--- config.mk ---
export PLATFORM = sky130hd
export DESIGN_NAME = top_n_sorted_insert
export DESIGN_NICKNAME = d
export VERILOG_FILES = /design/src/sv/nsi_pkg.sv /design/src/sv/nsi_ram.sv /design/src/sv/nsi_datapath.sv /design/src/sv/nsi_ctrl.sv /design/src/sv/top_n_sorted_insert.sv
export SDC_FILE = /design/constraint.sdc
export NUM_CORES = 2
export LEC_CHECK = 0
export ABC_AREA = 1
export BUFFER_PORTS_ARGS = -buffer_cell sky130_fd_sc_hd__buf_2
export CAP_MARGIN = 5
export CORE_AREA = 2 2 312 314
export CTS_BUF_LIST = sky130_fd_sc_hd__clkbuf_2
export CTS_CLUSTER_DIAMETER = 150
export DETAILED_ROUTE_END_ITERATION = 12
export DIE_AREA = 0 0 314 316
export PLACE_DENSITY_LB_ADDON = 0.3
export SLEW_MARGIN = 25
export SYNTH_ARGS = -nofsm -noshare
export SYNTH_HDL_FRONTEND = slang
export SYNTH_HIERARCHICAL = 1
export SYNTH_SLANG_ARGS = --single-unit
--- constraint.sdc ---
create_clock -name clk -period 6.2 [get_ports clk]
set_input_delay 1.55 -clock clk [delete_from_list [all_inputs] [get_ports clk]]
set_output_delay 1.55 -clock clk [all_outputs]
set_load 0.1 [all_outputs]
--- src/sv/nsi_pkg.sv ---
// Package for the top-N sorted insertion block.
// Holds the item and result transaction types, controller states and command/status groups.
// Depends on nothing; every other file of the block but nsi_ram uses it.
`default_nettype none

package nsi_pkg;

	localparam int LIST_LENGTH_DEF = 8;
	localparam int LIST_COUNT_DEF = 4;

	localparam int SCORE_W = 32;
	localparam int RANK_W = 3;
	localparam int POS_W = 3;
	localparam int TABLE_W = 2;

	localparam logic KIND_INSERT = 1'b0;
	localparam logic KIND_READ = 1'b1;

	typedef struct packed {
		logic kind;
		logic [TABLE_W-1:0] table_index;
		logic [POS_W-1:0] position;
		logic [SCORE_W-1:0] score_value;
	} item_t;

	typedef struct packed {
		logic placed;
		logic [RANK_W-1:0] rank;
		logic entry_valid;
		logic [SCORE_W-1:0] entry_value;
	} result_t;

	typedef enum logic [4:0] {
		ST_IDLE = 5'b00001,
		ST_SCAN = 5'b00010,
		ST_READ = 5'b00100,
		ST_FIN = 5'b01000,
		ST_DONE = 5'b10000
	} state_t;

	typedef struct packed {
		logic load;
		logic scan;
		logic read;
		logic finish;
		logic out_load;
	} cmd_t;

	typedef struct packed {
		logic is_read;
		logic list_ok;
		logic empty;
		logic scan_done;
	} sts_t;

	function automatic int clog2_min1(input int v);
		return (v > 1) ? $clog2(v) : 1;
	endfunction

endpackage

`default_nettype wire

--- src/sv/nsi_ram.sv ---
// Generic single-write, single-read memory with a registered read port.
// Depends on nothing.
`default_nettype none

module nsi_ram #(
	parameter int WIDTH = 32,
	parameter int DEPTH = 32,
	localparam int AW = (DEPTH > 1) ? $clog2(DEPTH) : 1
) (
	input wire logic clk,
	input wire logic we,
	input wire logic [AW-1:0] waddr,
	input wire logic [WIDTH-1:0] wdata,
	input wire logic [AW-1:0] raddr,
	output logic [WIDTH-1:0] rdata
);

	logic [WIDTH-1:0] mem_q [DEPTH];

	always_ff @(posedge clk) begin
		if (we) begin
			mem_q[waddr] <= wdata;
		end
		rdata <= mem_q[raddr];
	end

endmodule

`default_nettype wire

--- src/sv/nsi_datapath.sv ---
// Datapath of the top-N sorted insertion block: score memory, per-list fill counts,
// backward insertion scan and the result registers. Depends on nsi_pkg and nsi_ram.
`default_nettype none

module nsi_datapath #(
	parameter int LIST_LENGTH = nsi_pkg::LIST_LENGTH_DEF,
	parameter int LIST_COUNT = nsi_pkg::LIST_COUNT_DEF
) (
	input wire logic clk,
	input wire logic arst_n,
	input wire nsi_pkg::item_t item,
	input wire nsi_pkg::cmd_t cmd,
	output nsi_pkg::sts_t sts,
	output nsi_pkg::result_t result
);

	localparam int DEPTH = LIST_LENGTH * LIST_COUNT;
	localparam int AW = nsi_pkg::clog2_min1(DEPTH);
	localparam int IW = nsi_pkg::clog2_min1(LIST_LENGTH);
	localparam int CW = $clog2(LIST_LENGTH + 1);
	localparam int LW = nsi_pkg::clog2_min1(LIST_COUNT);

	logic [CW-1:0] count_q [LIST_COUNT];
	logic [LW-1:0] lidx;
	logic list_ok_c;
	logic [CW-1:0] n_in;

	logic kind_q;
	logic ok_q;
	logic [LW-1:0] list_q;
	logic [nsi_pkg::POS_W-1:0] pos_q;
	logic [nsi_pkg::SCORE_W-1:0] score_q;
	logic [AW-1:0] base_q;
	logic [CW-1:0] n_q;
	logic [CW-1:0] rem_q;
	logic [CW-1:0] p_q;
	logic pend_s1;
	logic [IW-1:0] idx_s1;
	nsi_pkg::result_t res_q;
	nsi_pkg::result_t out_q;

	logic ram_we;
	logic [AW-1:0] ram_waddr;
	logic [nsi_pkg::SCORE_W-1:0] ram_wdata;
	logic [AW-1:0] ram_raddr;
	logic [nsi_pkg::SCORE_W-1:0] ram_rdata;

	logic less;
	logic stop;
	logic [CW-1:0] next_idx;
	logic shift_we;
	logic place;
	logic fin_we;
	logic pos_ok;
	logic pos_filled;

	assign list_ok_c = int'(item.table_index) < LIST_COUNT;
	assign lidx = LW'(item.table_index);
	assign n_in = list_ok_c ? count_q[lidx] : '0;

	assign sts.is_read = (item.kind == nsi_pkg::KIND_READ);
	assign sts.list_ok = list_ok_c;
	assign sts.empty = (n_in == '0);

	assign less = score_q < ram_rdata;
	assign next_idx = CW'(idx_s1) + CW'(1);
	assign stop = pend_s1 && (!less || (idx_s1 == '0));
	assign sts.scan_done = cmd.scan && stop;

	assign shift_we = cmd.scan && pend_s1 && less && (next_idx < CW'(LIST_LENGTH));
	assign place = p_q < CW'(LIST_LENGTH);
	assign fin_we = cmd.finish && (kind_q == nsi_pkg::KIND_INSERT) && ok_q && place;

	assign pos_ok = int'(pos_q) < LIST_LENGTH;
	assign pos_filled = int'(pos_q) < int'(n_q);

	always_comb begin
		ram_we = shift_we || fin_we;
		if (shift_we) begin
			ram_waddr = base_q + AW'(next_idx);
			ram_wdata = ram_rdata;
		end else begin
			ram_waddr = base_q + AW'(p_q);
			ram_wdata = score_q;
		end
		if (cmd.read) begin
			ram_raddr = base_q + AW'(pos_q);
		end else begin
			ram_raddr = base_q + AW'(rem_q - CW'(1));
		end
	end

	nsi_ram #(
		.WIDTH(nsi_pkg::SCORE_W),
		.DEPTH(DEPTH)
	) u_score_ram (
		.clk(clk),
		.we(ram_we),
		.waddr(ram_waddr),
		.wdata(ram_wdata),
		.raddr(ram_raddr),
		.rdata(ram_rdata)
	);

	always_ff @(posedge clk or negedge arst_n) begin
		if (!arst_n) begin
			pend_s1 <= 1'b0;
			for (int i = 0; i < LIST_COUNT; i++) begin
				count_q[i] <= '0;
			end
		end else begin
			if (cmd.load) begin
				pend_s1 <= 1'b0;
			end else if (cmd.scan) begin
				pend_s1 <= !stop && (rem_q != '0);
			end
			if (fin_we) begin
				count_q[list_q] <= (n_q == CW'(LIST_LENGTH)) ? n_q : n_q + CW'(1);
			end
		end
	end

	always_ff @(posedge clk) begin
		if (cmd.load) begin
			kind_q <= item.kind;
			ok_q <= list_ok_c;
			list_q <= lidx;
			pos_q <= item.position;
			score_q <= item.score_value;
			base_q <= AW'(int'(lidx) * LIST_LENGTH);
			n_q <= n_in;
			rem_q <= n_in;
			p_q <= '0;
		end else if (cmd.scan) begin
			if (!stop && (rem_q != '0)) begin
				idx_s1 <= IW'(rem_q - CW'(1));
				rem_q <= rem_q - CW'(1);
			end
			if (stop) begin
				p_q <= less ? '0 : next_idx;
			end
		end
		if (cmd.finish) begin
			if (kind_q == nsi_pkg::KIND_READ) begin
				res_q.placed <= 1'b0;
				res_q.rank <= '0;
				res_q.entry_valid <= ok_q && pos_ok && pos_filled;
				res_q.entry_value <= (ok_q && pos_ok && pos_filled) ? ram_rdata : '0;
			end else begin
				res_q.placed <= ok_q && place;
				res_q.rank <= (ok_q && place) ? nsi_pkg::RANK_W'(p_q) : '0;
				res_q.entry_valid <= 1'b0;
				res_q.entry_value <= '0;
			end
		end
		if (cmd.out_load) begin
			out_q <= res_q;
		end
	end

	assign result = out_q;

	a_no_write_on_read: assert property (@(posedge clk) disable iff (!arst_n)
		(cmd.finish && (kind_q == nsi_pkg::KIND_READ)) |-> !ram_we)
		else $error("Memory written while finishing a read transaction.");

	a_pend_from_scan: assert property (@(posedge clk) disable iff (!arst_n)
		pend_s1 |-> $past(cmd.scan))
		else $error("Scan read pending outside of a scan.");

	a_result_exclusive: assert property (@(posedge clk) disable iff (!arst_n)
		cmd.out_load |=> !(result.placed && result.entry_valid))
		else $error("Result reports both a placement and a read entry.");

endmodule

`default_nettype wire

--- src/sv/nsi_ctrl.sv ---
// Controller of the top-N sorted insertion block: one-hot state machine that sequences
// the datapath and owns both handshakes. Depends on nsi_pkg.
`default_nettype none

module nsi_ctrl (
	input wire logic clk,
	input wire logic arst_n,
	input wire logic item_valid,
	output logic item_stall,
	output logic result_valid,
	input wire logic result_stall,
	input wire nsi_pkg::sts_t sts,
	output nsi_pkg::cmd_t cmd
);

	nsi_pkg::state_t state_q;
	nsi_pkg::state_t state_nxt;
	logic rv_q;

	assign item_stall = (state_q != nsi_pkg::ST_IDLE);
	assign result_valid = rv_q;

	assign cmd.load = (state_q == nsi_pkg::ST_IDLE) && item_valid;
	assign cmd.scan = (state_q == nsi_pkg::ST_SCAN);
	assign cmd.read = (state_q == nsi_pkg::ST_READ);
	assign cmd.finish = (state_q == nsi_pkg::ST_FIN);
	assign cmd.out_load = (state_q == nsi_pkg::ST_DONE) && (!rv_q || !result_stall);

	always_comb begin
		state_nxt = state_q;
		case (state_q)
			nsi_pkg::ST_IDLE: begin
				if (cmd.load) begin
					if (sts.is_read) begin
						state_nxt = nsi_pkg::ST_READ;
					end else if (sts.list_ok && !sts.empty) begin
						state_nxt = nsi_pkg::ST_SCAN;
					end else begin
						state_nxt = nsi_pkg::ST_FIN;
					end
				end
			end
			nsi_pkg::ST_SCAN: begin
				if (sts.scan_done) begin
					state_nxt = nsi_pkg::ST_FIN;
				end
			end
			nsi_pkg::ST_READ: begin
				state_nxt = nsi_pkg::ST_FIN;
			end
			nsi_pkg::ST_FIN: begin
				state_nxt = nsi_pkg::ST_DONE;
			end
			nsi_pkg::ST_DONE: begin
				if (cmd.out_load) begin
					state_nxt = nsi_pkg::ST_IDLE;
				end
			end
			default: begin
				state_nxt = nsi_pkg::ST_IDLE;
			end
		endcase
	end

	always_ff @(posedge clk or negedge arst_n) begin
		if (!arst_n) begin
			state_q <= nsi_pkg::ST_IDLE;
			rv_q <= 1'b0;
		end else begin
			state_q <= state_nxt;
			if (cmd.out_load) begin
				rv_q <= 1'b1;
			end else if (!result_stall) begin
				rv_q <= 1'b0;
			end
		end
	end

	a_load_leaves_idle: assert property (@(posedge clk) disable iff (!arst_n)
		cmd.load |=> (state_q != nsi_pkg::ST_IDLE))
		else $error("Controller stayed idle after accepting a transaction.");

	a_fin_one_cycle: assert property (@(posedge clk) disable iff (!arst_n)
		(state_q == nsi_pkg::ST_FIN) |=> (state_q == nsi_pkg::ST_DONE))
		else $error("Finish step did not hand over to the result step.");

	a_result_held: assert property (@(posedge clk) disable iff (!arst_n)
		(result_valid && result_stall) |=> result_valid)
		else $error("Result transaction dropped while stalled.");

endmodule

`default_nettype wire

--- src/sv/top_n_sorted_insert.sv ---
// Top level of the top-N sorted insertion block. From accepted item to result valid, a read
// passes READ, FIN and DONE; an insert passes SCAN first if its list is non-empty, then FIN
// and DONE, the backward scan via the single read port of the score memory, one entry a cycle.
// The next item can be accepted in the cycle after the result enters the output register.
// Reset is asynchronous and active low; it empties every list through the fill counts at once.
// Depends on nsi_pkg, nsi_ctrl, nsi_datapath and nsi_ram.
`default_nettype none

module top_n_sorted_insert #(
	parameter int LIST_LENGTH = nsi_pkg::LIST_LENGTH_DEF,
	parameter int LIST_COUNT = nsi_pkg::LIST_COUNT_DEF
) (
	input wire logic clk,
	input wire logic arst_n,
	input wire logic item_valid,
	output logic item_stall,
	input wire nsi_pkg::item_t item,
	output logic result_valid,
	input wire logic result_stall,
	output nsi_pkg::result_t result
);

	nsi_pkg::cmd_t cmd;
	nsi_pkg::sts_t sts;

	nsi_ctrl u_ctrl (
		.clk(clk),
		.arst_n(arst_n),
		.item_valid(item_valid),
		.item_stall(item_stall),
		.result_valid(result_valid),
		.result_stall(result_stall),
		.sts(sts),
		.cmd(cmd)
	);

	nsi_datapath #(
		.LIST_LENGTH(LIST_LENGTH),
		.LIST_COUNT(LIST_COUNT)
	) u_datapath (
		.clk(clk),
		.arst_n(arst_n),
		.item(item),
		.cmd(cmd),
		.sts(sts),
		.result(result)
	);

endmodule

`default_nettype wire

==> metrics.yaml <==
clock_network:
  worstSkewPairLatency_ns: 1.48
  cts_tree: "yes"
  root_buffer: "clkbuf_2"
  clockBufferDepth: 4
  cts_made_buffers: 309
  cts_sinks: 1206
  cts-htree-levels: 5
  cts.clk_slew.worst_paths_ns: 0.11
  cts_resized: 0
sta:
  tightest_slew_ns: 1.09
  period_share_pct: 75.1
  finClkSkew_ns: 0.156
  finalHoldViolCount: 0
  finalSetupViolations: 0
  period_needed_ns: 4.66
  setup-tns-final_ns: 0
  holdWs_ns: 0.247
  timing.slew.headroom_pct: 26.9
  fmax_mhz: 215
  slew_viol_final: 0
  fin_ws_ns: 1.54
  rsz0062_at_grt: "no"
synthesis:
  synth.ff_latch_count: 1206
  netlist_top_cells_area: "edfxtp_1 (70%), nand2_1 (12%), nand3_1 (8.0%)"
  yosys-top-cells-count: "nand2_1 (1547), edfxtp_1 (1147), nand3_1 (794), inv_1 (102), nor2_1 (90)"
  syn_avg_cell_area_um2: 11.9
  yosys.cell_count.top_type: "nand2_1"
  yosysWarningCount: 6
  ys_types: 41
  yosysTopAreaCell: "edfxtp_1"
  netlist_instances: 4163
  synth-async-reset-ratio_pct: 1.91
  synth_area_um2: 49500
  synth_top_area_share_pct: 69.5
  synth-edff-count: 1147
  seq_area_frac_synth_pct: 72.2
  dominantRegCellSynth: "edfxtp_1"
  syn-num-nets: 4251
layout:
  multi_input_area_um2: 12300
  finalNetCount: 4504
  seq_area_um2: 35700
  fill_cells: 7777
  area_delta_synth_final_pct: 10.1
  drive_gt1_share_pct: 16.0
detailed_routing:
  wl_per_cell_um: 22.8
  vias: 33367
  ant_nets: 0
  viasPerCell: 5.67
  wl_met2_um: 62500
  drcViolationCount: 0
  wl_met3_um: 14100
  first_pass_iters: 6
  maxUsedRoutingLayer: "met5"
  routed_wl_um: 134000
  drt_iter0_drc: 4297
  m1WireLength_um: 53100
setup_path:
  worst-setup-path-type: "register to register"
  r2r_cells: 16
  critPathArrivalTime_ns: 5.70
  path_delay_family: "simple AND/OR/NAND/NOR gates"
  cp-end-kind: "register"
  crit_slowest_cell: "nor2_4"
  crit_fanout: 18
  startpoint_type: "register"
  path_buf_inv: 2
  cp.depth: 16
  critical-path-max-stage-delay_ns: 0.66
  crit_required_ns: 7.24
  crit_chain: "ha_1 -> a21oi_1 -> nor2_1 -> nor3_1 -> nand2_1 -> nand2_1 -> nand2_1 -> nand2_2 -> nand4_4 -> nand2_1 -> inv_1 -> ha_1 -> xor2_1 -> nand3_1 -> nor2_4 -> buf_4"
  cp_common_cell: "nand2_1"
die:
  die_y_um: 316
  num_io_pins: 81
  start_util_pct: 51.6
  core_area_um2: 96000
  dieArea_um2: 99200
  rows: 114
  die_w_um: 314
grt:
  grt_pass1_vias: 31971
  grt_max_degree: 171
  grt-ovfl-total: 0
  grt_first_pass_wirelength_um: 199000
  track_usage_pct: 27.1
  antenna_found_initial: 5
placement:
  place_ws_ns: 1.73
  hpwl_um: 80400
  io_buffers: 80
  gp_congestion: 0.904
min_path:
  hold_path_class: "input pin to register"
  hold_depth: 1
job:
  cap_violations: 0
outcome:
  status: "finished clean"
-- state kept, by name, indices dropped and copies added (netlist names), 5 cells and up --
name and count:
u_ctrl/state_q 5, u_datapath/count_q 16, u_datapath/res_q 37, u_datapath/result 37
u_datapath/score_q 32, u_datapath/u_score_ram/mem_q 1024, u_datapath/u_score_ram/rdata 32
-- routing by layer --
layer  up-vias  global-route usage [%]
li1      15108                       -
met1     16047                    37.4
met2      1939                    42.1
met3       269                    6.26
met4         4                    10.8
met5         -                       0
-- stage by stage --
step           util (%)  std cells  instance area [µm²]
2_1_floorplan         -       4163                49500
3_3_place_gp       53.0       5337                50900
3_5_place_dp       53.8       5368                51700
4_1_cts            56.5       5871                54200
5_1_grt            56.8       5884                54600
6_report           56.8       5884                54600
-- layout make-up --
class                      instances  area share [%]
antenna                            1         0.00459
clock buffer                     451            4.14
clock inverter                    51           0.548
inverter                         107           0.789
multi-input combinational       2618            22.5
sequential                      1206            65.5
tap                             1276            2.93
timing repair buffer             174            3.60
-- cell families after synthesis --
family,Yosys count,share of synthesized area (%)
adders and majority gates,46,1.18
DFF,1206,72.2
other,1,0.00757
AOI/OAI and AO/OA,102,1.34
and+or+nand+nor,2452,20.8
buffers and inverters,339,4.20
muxes,9,0.205
xor gates and xnor gates,8,0.141
-- cells in the final DEF (no fill, tap or decap), types with 34 or more instances in the layout --
cell type     n
clkbuf_2    451
inv_1       101
buf_2        80
buf_4        41
nand3_1     794
clkinv_1     39
nor2_4       35
nand2_1    1547
o21ai_4      34
nor2_1       56
edfxtp_1   1147
dfxtp_1      36
ha_1         45
-- worst paths after layout --
| path | startpoint | end | slack [ns] |
|---|---|---|---|
| setup reg to reg | u_datapath/score_q[5] | u_datapath/u_score_ram/mem_q[18][18] | 1.54 |
| max in group asynchronous | arst_n | u_datapath/pend_s1 | 5.19 |
| hold / removal | item[5] | u_datapath/score_q[5] | 0.25 |
| setup / recovery | u_datapath/score_q[5] | u_datapath/u_score_ram/mem_q[18][18] | 1.54 |
| hold reg to reg | u_datapath/res_q[6] | u_datapath/result[6] | 0.37 |
| min in group asynchronous | arst_n | u_datapath/count_q[5] | 0.60 |
-- what timing repair did --
| item | in CTS | in global routing |
|---|---|---|
| buffers inserted | 0 | 0 |
| hold endpoints to repair | 22 | 0 |
| hold buffers | 1 | 0 |
Power is not shown: default switching activity piles up to over one toggle a cycle in this logic, so the estimate is an artifact.
